### src/rtl/core/jls_pkg.sv
// Shared types and constants for the Jacobi linear solver.
package jls_pkg;
   localparam int MaxSize = 16;
   localparam int FracBits = 16;
   localparam int IdxW = 4;
   localparam int AddrW = 8;

   typedef enum logic [1:0] {
      ACT_COEF = 2'd0,
      ACT_RHS = 2'd1,
      ACT_SOLVE = 2'd2,
      ACT_NONE = 2'd3
   } action_type;

   typedef enum logic [1:0] {
      CSR_SIZE = 2'd0,
      CSR_TOL = 2'd1,
      CSR_ITER = 2'd2,
      CSR_NONE = 2'd3
   } csr_index_type;

   typedef struct packed {
      logic        start;
      logic [32:0] numer;
      logic [31:0] denom;
   } div_req_type;

   typedef struct packed {
      logic        done;
      logic [31:0] quot;
   } div_rsp_type;
endpackage

### src/rtl/core/jls_divider.sv
// Restoring divider: saturated signed (numer * 2^16) / denom, one bit per cycle.
module jls_divider (
   input  logic                 clock,
   input  logic                 reset,
   input  jls_pkg::div_req_type req,
   output jls_pkg::div_rsp_type rsp
);
   localparam int DW = 33 + jls_pkg::FracBits;

   logic [DW-1:0] quo_ff, quo_in;
   logic [32:0] rem_ff, rem_in;
   logic [31:0] den_ff, den_in;
   logic neg_ff, neg_in;
   logic [5:0] cnt_ff, cnt_in;
   logic busy_ff, busy_in;
   logic done_ff, done_in;
   logic [32:0] numer_abs;
   logic [32:0] trial;
   logic [DW-1:0] qs;

   always_comb begin
      numer_abs = req.numer[32] ? (~req.numer + 33'd1) : req.numer;
      quo_in = quo_ff;
      rem_in = rem_ff;
      den_in = den_ff;
      neg_in = neg_ff;
      cnt_in = cnt_ff;
      busy_in = busy_ff;
      done_in = 1'b0;
      trial = {rem_ff[31:0], quo_ff[DW-1]} - {1'b0, den_ff};
      if (req.start) begin
         quo_in = {numer_abs, {jls_pkg::FracBits{1'b0}}};
         rem_in = '0;
         den_in = req.denom[31] ? (~req.denom + 32'd1) : req.denom;
         neg_in = req.numer[32] ^ req.denom[31];
         cnt_in = 6'(DW);
         busy_in = 1'b1;
      end else if (busy_ff) begin
         if (!trial[32]) begin
            rem_in = trial;
            quo_in = {quo_ff[DW-2:0], 1'b1};
         end else begin
            rem_in = {rem_ff[31:0], quo_ff[DW-1]};
            quo_in = {quo_ff[DW-2:0], 1'b0};
         end
         cnt_in = cnt_ff - 6'd1;
         if (cnt_ff == 6'd1) begin
            busy_in = 1'b0;
            done_in = 1'b1;
         end
      end
   end

   always_comb begin
      qs = neg_ff ? (~quo_ff + DW'(1)) : quo_ff;
      rsp.done = done_ff;
      if (!neg_ff && quo_ff > DW'(32'h7fffffff)) begin
         rsp.quot = 32'h7fffffff;
      end else if (neg_ff && quo_ff > DW'(33'h80000000)) begin
         rsp.quot = 32'h80000000;
      end else begin
         rsp.quot = qs[31:0];
      end
   end

   always_ff @(posedge clock) begin
      quo_ff <= quo_in;
      rem_ff <= rem_in;
      den_ff <= den_in;
      neg_ff <= neg_in;
      cnt_ff <= cnt_in;
      if (reset) begin
         busy_ff <= 1'b0;
         done_ff <= 1'b0;
      end else begin
         busy_ff <= busy_in;
         done_ff <= done_in;
      end
   end
endmodule

### config.mk
export PLATFORM = sky130hd
export DESIGN_NAME = jls_divider
export DESIGN_NICKNAME = d
export VERILOG_FILES = /design/src/rtl/core/jls_pkg.sv /design/src/rtl/core/jls_divider.sv
export SDC_FILE = /design/constraint.sdc
export NUM_CORES = 1
export LEC_CHECK = 0
export ABC_AREA = 1
export BUFFER_PORTS_ARGS = -buffer_cell sky130_fd_sc_hd__buf_2
export CORE_UTILIZATION = 45
export DETAILED_ROUTE_END_ITERATION = 8
export PLACE_DENSITY = 0.69
export SYNTH_ARGS = -nofsm -noshare
export SYNTH_HDL_FRONTEND = slang
export SYNTH_SLANG_ARGS = --single-unit
### constraint.sdc
create_clock -name clock -period 2.55 [get_ports clock]
set_clock_uncertainty 0.2 [all_clocks]
set_input_delay 0.6375 -clock clock [delete_from_list [all_inputs] [get_ports clock]]
set_output_delay 0.6375 -clock clock [all_outputs]
set_load 0.02 [all_outputs]
-- After elaboration in Yosys (flattened, before gate mapping)
Index checks and enable logic that the tools add are counted.
- bits of input ports: 68
- flip-flop bits (word level): 122
- multiplexer cells: 13
- equal/unequal tests: 1
- reduce and logical (&&, ||, !) cells: 5
- order comparisons: 2
- $add $sub $neg: 5
- bitwise logic cells: 5
- operator list (operator ; number):
    $mux 32 ; 4
    $mux 49 ; 2
    $add 32x1->32 const B ; 2
    $not 32->32 ; 2
    $gt 49x31->1 const B ; 1
    $gt 49x32->1 const B ; 1
    $add 33x1->33 const B ; 1
    $mux 33 ; 1
    $not 33->33 ; 1
    $sub 33x32->33 ; 1
    $mux 31 ; 1
    $eq 6x1->1 const B ; 1
    $sub 6x1->6 const B ; 1
    $mux 1 ; 5
    $reduce_or 3->1 ; 1
    $logic_and 1x1->1 ; 2
    $reduce_bool 2->1 ; 1
    $logic_not 1->1 ; 1
    $not 1->1 ; 1
    $xor 1x1->1 ; 1

-- Logic depth before layout (Yosys ltp)
- depth after elaboration: 5
- gate-level depth with buffers: 18
- gate-level depth less buffers: 18

-- Least setup slack after synthesis
Ideal clock, no wire load.
- path type: input -> register
- from: input port req[65] (netlist bit)
- to: register quo_ff[16], enable pin
- stages on the path: 4
- required time: 1.939 ns
- arrival time: 2.181 ns
- buffers on the path: 2
- setup slack: -0.242 ns
- cells stage by stage: clkbuf_1 nor2_1 inv_1 clkbuf_1
- cells in the longest elaborated chain, start to end: 1
- RTL lines (what ; line ; text):
    from (decl) ; jls_divider.sv:5 ; input jls_pkg::div_req_type req,
    $reduce_bool 2->1 (no source line) ; n/a ;
    to (signal assigned) ; jls_divider.sv:67 ; quo_ff <= quo_in;
    to (decl) ; jls_divider.sv:10 ; logic [DW-1:0] quo_ff, quo_in;
No other way between the ends.
A chain may end at the register's enable or synchronous reset.

==> impl_summary.txt <==
----------------------------------------------------
[Logic synthesis]
  Post-synth ARST share ... 0%
  Cell type contributing the most total cell area after synthesis ... nand2_1
  Library cells used by synthesis ... 45
  Synth top area share ... 19.7%
  Most frequently used flop master after synthesis ... edfxtp_1
  Mapped cell area ... ~0.010 sq mm
  Post-synthesis cell count ... 1607
  Count of state elements after synthesis ... 122
  Yosys warning total ... 0
  Largest cells by area after synthesis ... nand2_1 (20%), edfxtp_1 (19%), dfxtp_1 (11%)
  Number of synthesized flops with an enable pin ... 66
  Sequential area share after synthesis ... 30.5%
  Mean area per synthesized cell ... roughly 6.3 sq um
  Net count after synthesis ... about 1700

[Global routing]
  Global-route wire length before repair ... approximately 51000 um
  Maximum number of pins on one net before global-route repair ... 47
  Number of global-route vias before repair ... 10700
  Tot GR Track Use ... 27.1%
  Initial antenna violation count ... 9
  Total grt overflow ... 0

[Clock network]
  CTS tree ... yes
  H-tree depth ... 4
  Clock Sink Count ... around 120
  Clock transition time at the flip-flop clock pins of the worst setup and hold paths ... ~0.07 ns
  Clock root buffer ... clkbuf_16
  Clock insertion delay at the later pin of the skew report ... 0.44 ns
  CTS hold repair buffers ... 0
  TritonCTS buffer count ... 17
  Maximum buffer depth of the clock tree ... 2

[Finish]
  Fraction of layout cells with a size suffix above 1 ... 27.2%
  Final net count ... 1941
  Synth-to-Final Area Change ... 37.4%
  Number of inserted filler cells in the final layout ... ~1800
  Post-Route Utilization ... 63.5%

[Routing]
  Final Routed Wirelength ... 32400 um
  Routed wire length per instance ... 15.2 um
  First drt pass iteration count ... 6
  ANT nets after route ... 0
  DRT iter0 DRCs ... 758
  Number of DRC violations after detailed routing ... 0
  Via count of the routed design ... roughly 11000
  Vias per std cell ... between 5 and 6

[Timing]
  Final worst setup slack ... -0.672 ns
  Final hold viol count ... 0
  Final setup TNS ... -21.40 ns
  Clock period minus worst slack ... 3.22 ns
  Setup violators final ... 61
  Slew Limit Headroom ... 62.9%
  Share of the cycle needed by the critical path after routing ... 126%
  Maximum clock frequency ... 310 MHz
  Pins over their slew limit ... 0
  Slew at the pin closest to its max-slew limit ... 0.556 ns
  Unrepaired setup endpoints after global routing ... yes

[Worst setup path]
  Crit-path most repeated cell ... buf_6
  Slowest Stage Delay on Critical Path ... 0.42 ns
  Startpoint kind of the worst setup timing path ... register
  Crit path required time ... 1.71 ns
  Slowest cell on the critical path ... dfxtp_1
  Reg-to-Reg Start ... quo_ff[48]
  Crit path DAT ... 2.38 ns
  Setup slack of the most critical reg-to-reg path ... -0.12 ns
  End of the worst register-to-register path ... rem_ff[23]
  Critical Path Sink Type ... output pin
  Maximum fanout count along the critical path ... 7
  Crit-path cells ... nand4_1, nor4_2, nand3_1, nor3_2, nand3b_1, buf_6, buf_12, and2_4, buf_6
  Critical setup path kind ... register to output pin
  Worst-case reg-to-reg path depth ... 21

[Min path]
  Worst hold stages ... 2
  Min-delay src ... reset
  Worst Hold End ... busy_ff
  Worst hold path class ... primary input to register

[Place]
  GP Congestion ... 0.948
  HPWL reported at the end of detailed placement ... 22400 um
  Number of I/O port buffers ... 100

[Flow run]
  Maximum Capacitance Violations ... 0

[Run status]
  Result of the run ... finished with violations
  Failing checks ... setup timing

[Floorplanning]
  Core outline area ... 0.0220 sq mm
  Count of standard-cell rows ... 54
  Die boundary height ... 152 um
  Die X-Extent ... 152 um
  Io pins ... 101
  Initial core utilization ... roughly 46%
  Die area ... between 0.02 and 0.025 sq mm

[Pwr]
  Static leakage ... 7.07 nW
  Pwr Density ... 451 mW/mm^2
  Peak supply drop ... 0.000447 V

----------------------------------------------------
cells by family after synthesis:
| kind of cell | share of synthesized area [%] |
|---|---|
| multiplexers | 0.0983 |
| AND/OR/NAND/NOR | 37.9 |
| XOR/XNOR | 5.42 |
| flip-flops | 30.5 |
| adder cells (fa/ha/maj) | 4.87 |
| AO/OA/AOI/OAI | 9.11 |
| buffers and inverters | 12.1 |
report_power, final:
group	switching, mW	leakage [nW]	internal, mW
Clock	1.11	0.292	1.32
Sequential	0.0700	1.12	2.22
Combinational	0.965	5.66	0.633
worst max-delay path, delay by kind of cell (launching register included):
family	cells	cell delay [ns]
flops	1	0.42
buf+inv	3	0.40
simple gates	6	1.13
state kept, by name, summed over array words and instances (netlist names):
name     flops
quo_ff      49
cnt_ff       6
done_ff      1
den_ff      32
busy_ff      1
neg_ff       1
rem_ff      32
cell usage in the layout (no fill, tap or decap), drive strengths merged, types with 20 or more instances in the layout:
master	Yosys	routed
nor3	34	34
nand4	22	22
a21oi	47	47
o22ai	23	23
nand3	119	119
xnor2	20	20
nor2	149	149
inv	276	290
buf	15	245
o21ai	72	72
dfxtp	56	56
edfxtp	66	66
xor2	43	43
ha	38	38
nand2	545	545
per-layer routing:
layer	track usage, %	wire length, um
met1	33.6	13700
met2	46.7	15500
met3	5.01	2150
met4	10.2	1020
met5	0	35
cell usage after synthesis (3+ instances only):
library cell and n:
xor2_1 43, ha_1 38, or2_2 6, o32ai_1 3, buf_2 5, edfxtp_1 66, o22ai_1 23, nor4_1 6
nand3_1 111, nand2_1 535, o21ai_0 65, nor2_1 143, a21oi_1 47, xnor2_1 20, and3_1 4, dfxtp_1 56
nand2_2 8, buf_6 5, nor3_2 4, o21ai_2 5, clkbuf_1 23, inv_1 275, nand4_1 22, nand3_2 8
o211ai_1 3, o31ai_1 3, nor2_2 6, nand3b_1 11, buf_1 3, nor3_1 29, and2_1 5, o21bai_1 7
metrics by stage:
step	area (sq um)	hold WS, ns	std cells	worst slack [ns]	power (mW)
2_1_floorplan	10200	0.249	1607	-0.0803	3.09
3_3_place_gp	11800	0.261	2059	-0.201	3.57
3_5_place_dp	11800	0.264	2059	-0.243	3.59
4_1_cts	13400	0.176	2123	-0.599	6.23
5_1_grt	14000	0.177	2131	-0.794	6.57
6_report	14000	0.182	2133	-0.672	6.32
how the worst max path moves through the flow:
stage	from	to	cells past startpoint
2_1_floorplan	quo_ff[24]	rsp[0]	11
3_3_place_gp	quo_ff[0]	rsp[16]	11
3_5_place_dp	quo_ff[0]	rsp[16]	11
4_1_cts	quo_ff[0]	rsp[30]	12
5_1_grt	quo_ff[26]	rsp[7]	11
6_report	quo_ff[10]	rsp[31]	9
area by class of cell:
class / count / area, sq um / share of cell area [%]
well taps: 280 / 350 / 2.50
clock buffers: 17 / 425 / 3.04
flip-flops and latches: 122 / 3110 / 22.2
multi-input cells: 1170 / 6810 / 48.7
inverters: 277 / 1050 / 7.50
diodes: 6 / 15.0 / 0.107
clock inverters: 15 / 159 / 1.14
repair buffers: 246 / 2070 / 14.8
what timing repair did:
item,in CTS,in global routing
pin swaps,42,64
buffers inserted,25,10
resized for setup,188,163
gates cloned,7,2
endpoints found under the setup margin,63,65
Note: power is estimated with default switching activity, not from simulation.
