$ cat config.mk
export PLATFORM = sky130hd
export DESIGN_NAME = jls_ram
export DESIGN_NICKNAME = d
export VERILOG_FILES = /design/src/rtl/core/jls_ram.sv
export SDC_FILE = /design/constraint.sdc
export NUM_CORES = 1
export LEC_CHECK = 0
export ABC_AREA = 1
export BUFFER_PORTS_ARGS = -buffer_cell sky130_fd_sc_hd__buf_2
export CAP_MARGIN = 20
export CORE_MARGIN = 3
export CORE_UTILIZATION = 45
export DETAILED_ROUTE_END_ITERATION = 8
export GPL_ROUTABILITY_DRIVEN = 0
export PLACE_DENSITY_LB_ADDON = 0.25
export RECOVER_POWER = 50
export SKIP_CTS_REPAIR_TIMING = 1
export SLEW_MARGIN = 40
export SYNTH_ARGS = -nofsm -noshare
export SYNTH_HDL_FRONTEND = slang
export SYNTH_SLANG_ARGS = --single-unit
$ cat constraint.sdc
create_clock -name clock -period 3 [get_ports clock]
set_clock_uncertainty 0.1 [all_clocks]
set_input_delay 0.6 -clock clock [delete_from_list [all_inputs] [get_ports clock]]
set_output_delay 0.6 -clock clock [all_outputs]
set_load 0.01 [all_outputs]
$ cat src/rtl/core/jls_ram.sv
// Generic single-port-write, registered-read RAM.
module jls_ram #(
   parameter int Width = 32,
   parameter int Depth = 16
) (
   input  logic                     clock,
   input  logic                     wr_en,
   input  logic [$clog2(Depth)-1:0] wr_addr,
   input  logic [Width-1:0]         wr_data,
   input  logic [$clog2(Depth)-1:0] rd_addr,
   output logic [Width-1:0]         rd_data
);
   logic [Width-1:0] mem_ff [Depth];

   always_ff @(posedge clock) begin
      if (wr_en) begin
         mem_ff[wr_addr] <= wr_data;
      end
      rd_data <= mem_ff[rd_addr];
   end
endmodule

# Yosys cells after proc, flatten, opt, wreduce, memory -nomap -nowiden
# Memories as Yosys holds them, arrays and structs flattened. A register that Yosys moved wholly into a read port is not among the register bits.
# Cells that the tools add are included.
# word_totals
register_bits,0
latchBits,0
mem_bits_rw,512
mem_bits_ro,0
inputBits,42
output_inout_bits,32
wordCells,3
mem_count,1
# classes
add_sub_neg,0
mul,0
div,0
magnitude_cmp,0
eq_ne,0
shift,0
mux,2
bitwise_logic,0
n_reduce_logical,0
# memory_table
memory,words,word_bits,rd,rd_ports_with_merged_regs,write_ports,line_no,text
mem_ff,16,32,1,1,1,13,logic [Width-1:0] mem_ff [Depth];
# op_table
op,count
1-bit 2-to-1 mux,2

# Longest topological paths before layout
# Gate-level depths: netlist of the first run.
# depth
word_depth,2
mapped_depth,10
depth_no_buf,7

# Worst setup path after synthesis of the first run
# No wires, ideal clock.
# synth_path
kind,input -> register
from,input wr_addr[2]
to,memory mem_ff[10][0] (enable)
setup_ns,0.421
t_arrival_ns,2.172
required_time_ns,2.479
setup_slack_ns,0.307
path_stages,2
n_path_buf,0
cell_sequence,nand3b_1 > nor2_1
# synth_rtl
element,line_no,text
"start, declared",8,"input logic [$clog2(Depth)-1:0] wr_addr,"
"end, declared",13,
# No word-level cell before the write port.

# Worst setup path in the final report of the first run
# layout_path
from,input wr_addr[3]
to,memory mem_ff[8][13] (enable)
# No word-level cell before the write port.

==> impl_metrics.py, run 1 <==
metrics = {
    "global_routing": {
        "use_met2_pct": 34.49,
        "use_met1_pct": 28.13,
        "use_met3_pct": 3.393,
        "grt_overflow": 0,
        "grt_max_degree": 129,
        "top_usage_layer": "met2",
        "grt_antenna_before_repair": 4,
        "grt_pass1_wl_mm": 84.81,
        "grt_pass1_vias": 14160,
        "track_usage_pct": 20.87,
    },
    "detailed_routing": {
        "routed_wl_mm": 55.25,
        "drc_errors": 0,
        "drt-pass1-iter-count": 5,
        "wl_per_cell_um": 19.08,
        "vias_per_cell": 5.036,
        "postRouteAntennaNets": 0,
        "drtIter0Drc": 1334,
        "vias": 14580,
    },
    "synth": {
        "synth_area_leaders": "edfxtp_1 (68%), nand2_1 (11%), nand3_1 (8.5%), inv_1 (6.4%), dfxtp_1 (2.8%)",
        "synth_seq_area_share_pct": 70.46,
        "synth_area_per_cell_um2": 10.72,
        "yosys.area.top_type": "edfxtp_1",
        "syn_inst": 2120,
        "synth_top_area_share_pct": 67.64,
        "synth_cell_types": 15,
        "yosys_warnings": 0,
        "ys_ff_latch": 544,
        "synth_area_mm2": 0.02273,
        "synth_nets": 2162,
    },
    "power": {
        "ir_drop_mv": 0.4269,
        "p_clk_share_pct": 40.6,
        "power_switching_share_pct": 22.16,
        "p_int_uw": 12540,
        "seq_power_share_pct": 53.1,
        "p_switching_uw": 3569,
        "power_frac_comb_pct": 6.3,
        "total_power_uw": 16110,
        "static-leakage-power_uw": 0.01076,
        "power_density_mw_per_mm2": 631.2,
    },
    "setup_path": {
        "r2r.worst_path.cells": 6,
        "cpLargestDelayFamily": "buffers and inverters",
        "end_kind": "flip-flop",
        "path_buf_inv": 2,
        "r2r_end": "rd_data[25]",
        "cp.arrival_ps": 2320,
        "slowest_stage": "clkbuf_1",
        "critical_path.cell_chain": "clkbuf_1 -> nand3b_1 -> nor2_4 -> clkbuf_1",
        "crit_type": "input pin to flip-flop",
        "cp.depth": 4,
        "worstPathMaxFanout": 15,
        "required_ps": 3100,
        "r2r_slack_ps": 1800,
        "max_stage_delay_ps": 930,
        "r2r_start": "mem_ff[1][25]",
        "start_kind": "input pin",
        "cpMostUsedCell": "clkbuf_1",
    },
    "placement": {
        "dp_hpwl_mm": 31.17,
        "dp_cells": 2791,
        "placement.io_buffers": 73,
    },
    "clock_tree": {
        "cts_tree": "built",
        "insertion_delay_ps": 610,
        "clock_path_buffers": 3,
        "path_clk_slew_ps": 60,
        "clock_sinks": 544,
        "cts_buffers": 56,
        "clockRootBuffer": "clkbuf_16",
        "h-tree-depth": 2,
    },
    "layout": {
        "final_nets": 2227,
        "drive_above_1_share_pct": 7.492,
        "syn2layout_area_growth_pct": 12.27,
        "final_cells": 2895,
    },
    "floorplanning": {
        "fp.coreArea_mm2": 0.04946,
        "io_pins": 74,
        "initial_core_util_pct": 45.96,
        "die_width_um": 230.8,
        "die_area_mm2": 0.05325,
        "num_rows": 81,
        "die_y_um": 230.8,
    },
    "sta": {
        "rsz0062_at_grt": "false",
        "slew_headroom_pct": 16.55,
        "max_freq_mhz": 451.1,
        "period_share_pct": 73.89,
        "setup_viol": 0,
        "drv_slew": 0,
        "fin_hold_ws_ps": 450.4,
        "post-route-min-period_ps": 2217,
        "hold_violations": 0,
        "tightest_slew_ps": 1252,
        "fin_tns_setup_ps": 0,
    },
    "min_path": {
        "whs_endpoint": "mem_ff[0][20]",
        "hp-start": "wr_data[20]",
        "min_path_type": "input pin to flip-flop",
        "holdPathStages": 1,
    },
    "job": {
        "maxCapViolCount": 0,
    },
    "outcome": {
        "status": "complete, no violations",
    },
}
## area by class of cell
| type | count | area, um2 |
|---|---|---|
| Clock buffer | 86 | 1574 |
| Tap cell | 664 | 830.8 |
| Multi-Input combinational cell | 1081 | 4637 |
| Inverter | 390 | 1473 |
| Sequential cell | 544 | 16020 |
| Fill cell | 4420 | 23940 |
| Antenna cell | 2 | 5.005 |
| Timing Repair Buffer | 112 | 845.8 |
| Clock inverter | 16 | 140.1 |
## registers in the layout, summed over array words and instances (netlist names)
name     count
mem_ff     512
rd_data     32
## Yosys cell counts
| library cell | number |
|---|---|
| nand3_1 | 385 |
| inv_2 | 1 |
| buf_2 | 41 |
| inv_1 | 388 |
| buf_4 | 6 |
| buf_6 | 29 |
| nand3b_1 | 2 |
| dfxtp_1 | 32 |
| nand2_1 | 677 |
| buf_12 | 1 |
| buf_1 | 14 |
| inv_4 | 1 |
| edfxtp_1 | 512 |
| nor2_1 | 17 |
| clkbuf_1 | 14 |
## per-layer routing
layer	share of wire, %	up-vias
met1	43	7063
met5	0.022	-
met2	48	447
met4	3.0	2
met3	6.5	92
li1	-	6975
## metrics by stage
stage	utilization (%)	worst slack (ps)	area (um2)
after floorplan	-	307.3	22730
after global placement	48.28	661.7	23880
after detailed placement	48.28	608.8	23880
after CTS	51.75	1071	25590
after global routing	51.59	725.6	25520
final	51.60	783.2	25520
## power by group through the flow
stage	Clock, uW	Combinational (uW)	Sequential, uW
after floorplan	0	579	8720
after global placement	0	1030	8710
after detailed placement	0	1030	8710
after CTS	6670	1040	8550
after global routing	6970	1130	8570
final	6540	1020	8560
## logic make-up after synthesis
| family | synth area share, % |
|---|---|
| buffers and inverters | 9.539 |
| DFF | 70.46 |
| and+or+nand+nor | 20.00 |
## placed cells by master (no fill, tap or decap), drive strengths merged
cell type,count
buf,76
bufinv,2
clkbuf,122
clkinv,14
dfxtp,32
diode,2
edfxtp,512
inv,390
nand2,677
nand3,385
nand3b,2
nor2,17
## worst max path at each step
stage / startpoint / slack (ps) / end
after global placement: wr_en / 660 / mem_ff[12][4]
after floorplan: wr_addr[2] / 310 / mem_ff[10][0]
after global routing: wr_addr[3] / 730 / mem_ff[10][2]
after detailed placement: wr_en / 610 / mem_ff[12][4]
after CTS: rd_data[6] / 1070 / rd_data[6]
final: wr_addr[3] / 780 / mem_ff[8][13]
(Power assumes the default switching activity.)
==> run 2: changes to the inputs <==
==> constraint.sdc (replaced) <==
create_clock -name clock -period 2.3 [get_ports clock]
set_clock_uncertainty 0.1 [all_clocks]
set_input_delay 0.46 -clock clock [delete_from_list [all_inputs] [get_ports clock]]
set_output_delay 0.46 -clock clock [all_outputs]
set_load 0.01 [all_outputs]
==> impl_metrics.py, run 2 (synthesized netlist as in run 1, its figures left out) <==
metrics = {
    "global_routing": {
        "grt_pass1_wl_mm": 80.47,
        "grt_pass1_vias": 14350,
        "grt_max_degree": 80,
        "track_usage_pct": 19.43,
        "grt_overflow": 0,
        "grt_antenna_before_repair": 0,
    },
    "power": {
        "p_switching_uw": 4783,
        "power_frac_comb_pct": 6.0,
        "seq_power_share_pct": 51.7,
        "power_density_mw_per_mm2": 837.7,
        "static-leakage-power_uw": 0.01087,
        "power_switching_share_pct": 22.18,
        "total_power_uw": 21570,
        "ir_drop_mv": 0.6061,
        "p_clk_share_pct": 42.3,
        "p_int_uw": 16790,
    },
    "sta": {
        "fin_hold_ws_ps": 244.3,
        "hold_violations": 0,
        "max_freq_mhz": 528.6,
        "post-route-min-period_ps": 1892,
        "drv_slew": 0,
        "setup_viol": 0,
        "rsz0062_at_grt": "false",
        "slew_headroom_pct": 20.09,
        "tightest_slew_ps": 1199,
        "period_share_pct": 82.26,
    },
    "detailed_routing": {
        "routed_wl_mm": 51.27,
        "wl_per_cell_um": 17.68,
        "postRouteAntennaNets": 0,
        "drc_errors": 0,
        "drtIter0Drc": 1063,
        "drt-pass1-iter-count": 7,
        "vias": 14540,
        "vias_per_cell": 5.016,
    },
    "layout": {
        "drive_above_1_share_pct": 8.277,
        "largest_reg_flops": 512,
        "reg.largest.list": "mem_ff (512), rd_data (32)",
        "final_nets": 2230,
        "final_util_pct": 52.06,
        "num-fill-cells": 4319,
        "layout_commonest_cell": "nand2_1",
        "num_antenna_cells": 0,
        "regMostFlops": "mem_ff",
        "regArea_mm2": 0.01602,
        "syn2layout_area_growth_pct": 13.28,
        "final_cell_mix": "nand2_1 (677), edfxtp_1 (512), inv_1 (386), nand3_1 (385), clkbuf_16 (57)",
        "finalInstanceArea_mm2": 0.02575,
        "multi_input_comb_area_mm2": 0.004659,
    },
    "clock_tree": {
        "h-tree-depth": 2,
        "clockRootBuffer": "clkbuf_16",
        "clock_path_buffers": 3,
        "clock_sinks": 544,
        "cts_tree": "built",
        "insertion_delay_ps": 620,
        "path_clk_slew_ps": 60,
        "cts_buffers": 57,
    },
    "min_path": {
        "min_path_type": "input pin to flip-flop",
    },
    "placement": {
        "dp_hpwl_mm": 27.68,
        "place_area_mm2": 0.02402,
        "placement.io_buffers": 73,
    },
    "floorplanning": {
        "die_area_mm2": 0.05325,
        "die_width_um": 230.8,
        "die_y_um": 230.8,
        "num_rows": 81,
        "fp.coreArea_mm2": 0.04946,
        "initial_core_util_pct": 45.96,
        "io_pins": 74,
    },
    "setup_path": {
        "start_kind": "input pin",
        "path_buf_inv": 3,
        "end_kind": "flip-flop",
        "cpLargestDelayFamily": "buffers and inverters",
        "worstPathMaxFanout": 32,
        "max_stage_delay_ps": 890,
        "critical_path.cell_chain": "buf_2 -> inv_1 -> nand2_1 -> nor2_4 -> clkbuf_2",
        "r2r_slack_ps": 1130,
        "cp.arrival_ps": 2000,
        "slowest_stage": "clkbuf_2",
        "crit_type": "input pin to flip-flop",
        "required_ps": 2410,
    },
    "job": {
        "maxCapViolCount": 0,
    },
    "outcome": {
        "status": "complete, no violations",
    },
}
[run 2: final cells by class]
| type | count | share of cell area [%] |
|---|---|---|
| Sequential cell | 544 | 62.20 |
| Multi-Input combinational cell | 1081 | 18.10 |
| Clock buffer | 67 | 5.802 |
| Inverter | 390 | 5.715 |
| Timing Repair Buffer | 114 | 3.523 |
| Tap cell | 664 | 3.227 |
| Clock inverter | 39 | 1.438 |
[run 2: layer usage]
metal / vias up / global-route usage (%) / share of wire, %
met5: - / 0 / 0
met4: 0 / 7.244 / 2.9
met3: 96 / 2.900 / 5.2
met2: 397 / 32.54 / 49
met1: 7063 / 25.84 / 43
li1: 6985 / - / -
[run 2: final timing paths]
kind	start	end	cells past startpoint
max	wr_addr[0]	mem_ff[0][25]	5
min	wr_data[16]	mem_ff[0][16]	1
max reg2reg	mem_ff[4][26]	rd_data[26]	6
min reg2reg	mem_ff[10][5]	rd_data[5]	6
[run 2: power groups by stage]
stage / sequential [uW] / combinational, uW / clock [uW]
floorplan: 11400 / 758 / 0
finish: 11200 / 1290 / 9130
global placement: 11400 / 1300 / 0
CTS: 11200 / 1330 / 9300
global route: 11200 / 1440 / 9700
detailed placement: 11400 / 1320 / 0
[run 2: per-stage QoR]
| stage | setup slack, ps | setup TNS, ps | std cells |
|---|---|---|---|
| finish | 408.1 | 0 | 2899 |
| global route | 285.1 | 0 | 2899 |
| CTS | 524.1 | 0 | 2899 |
| detailed placement | 375.4 | 0 | 2793 |
| global placement | 412.5 | 0 | 2793 |
| floorplan | -252.7 | -80750 | 2120 |
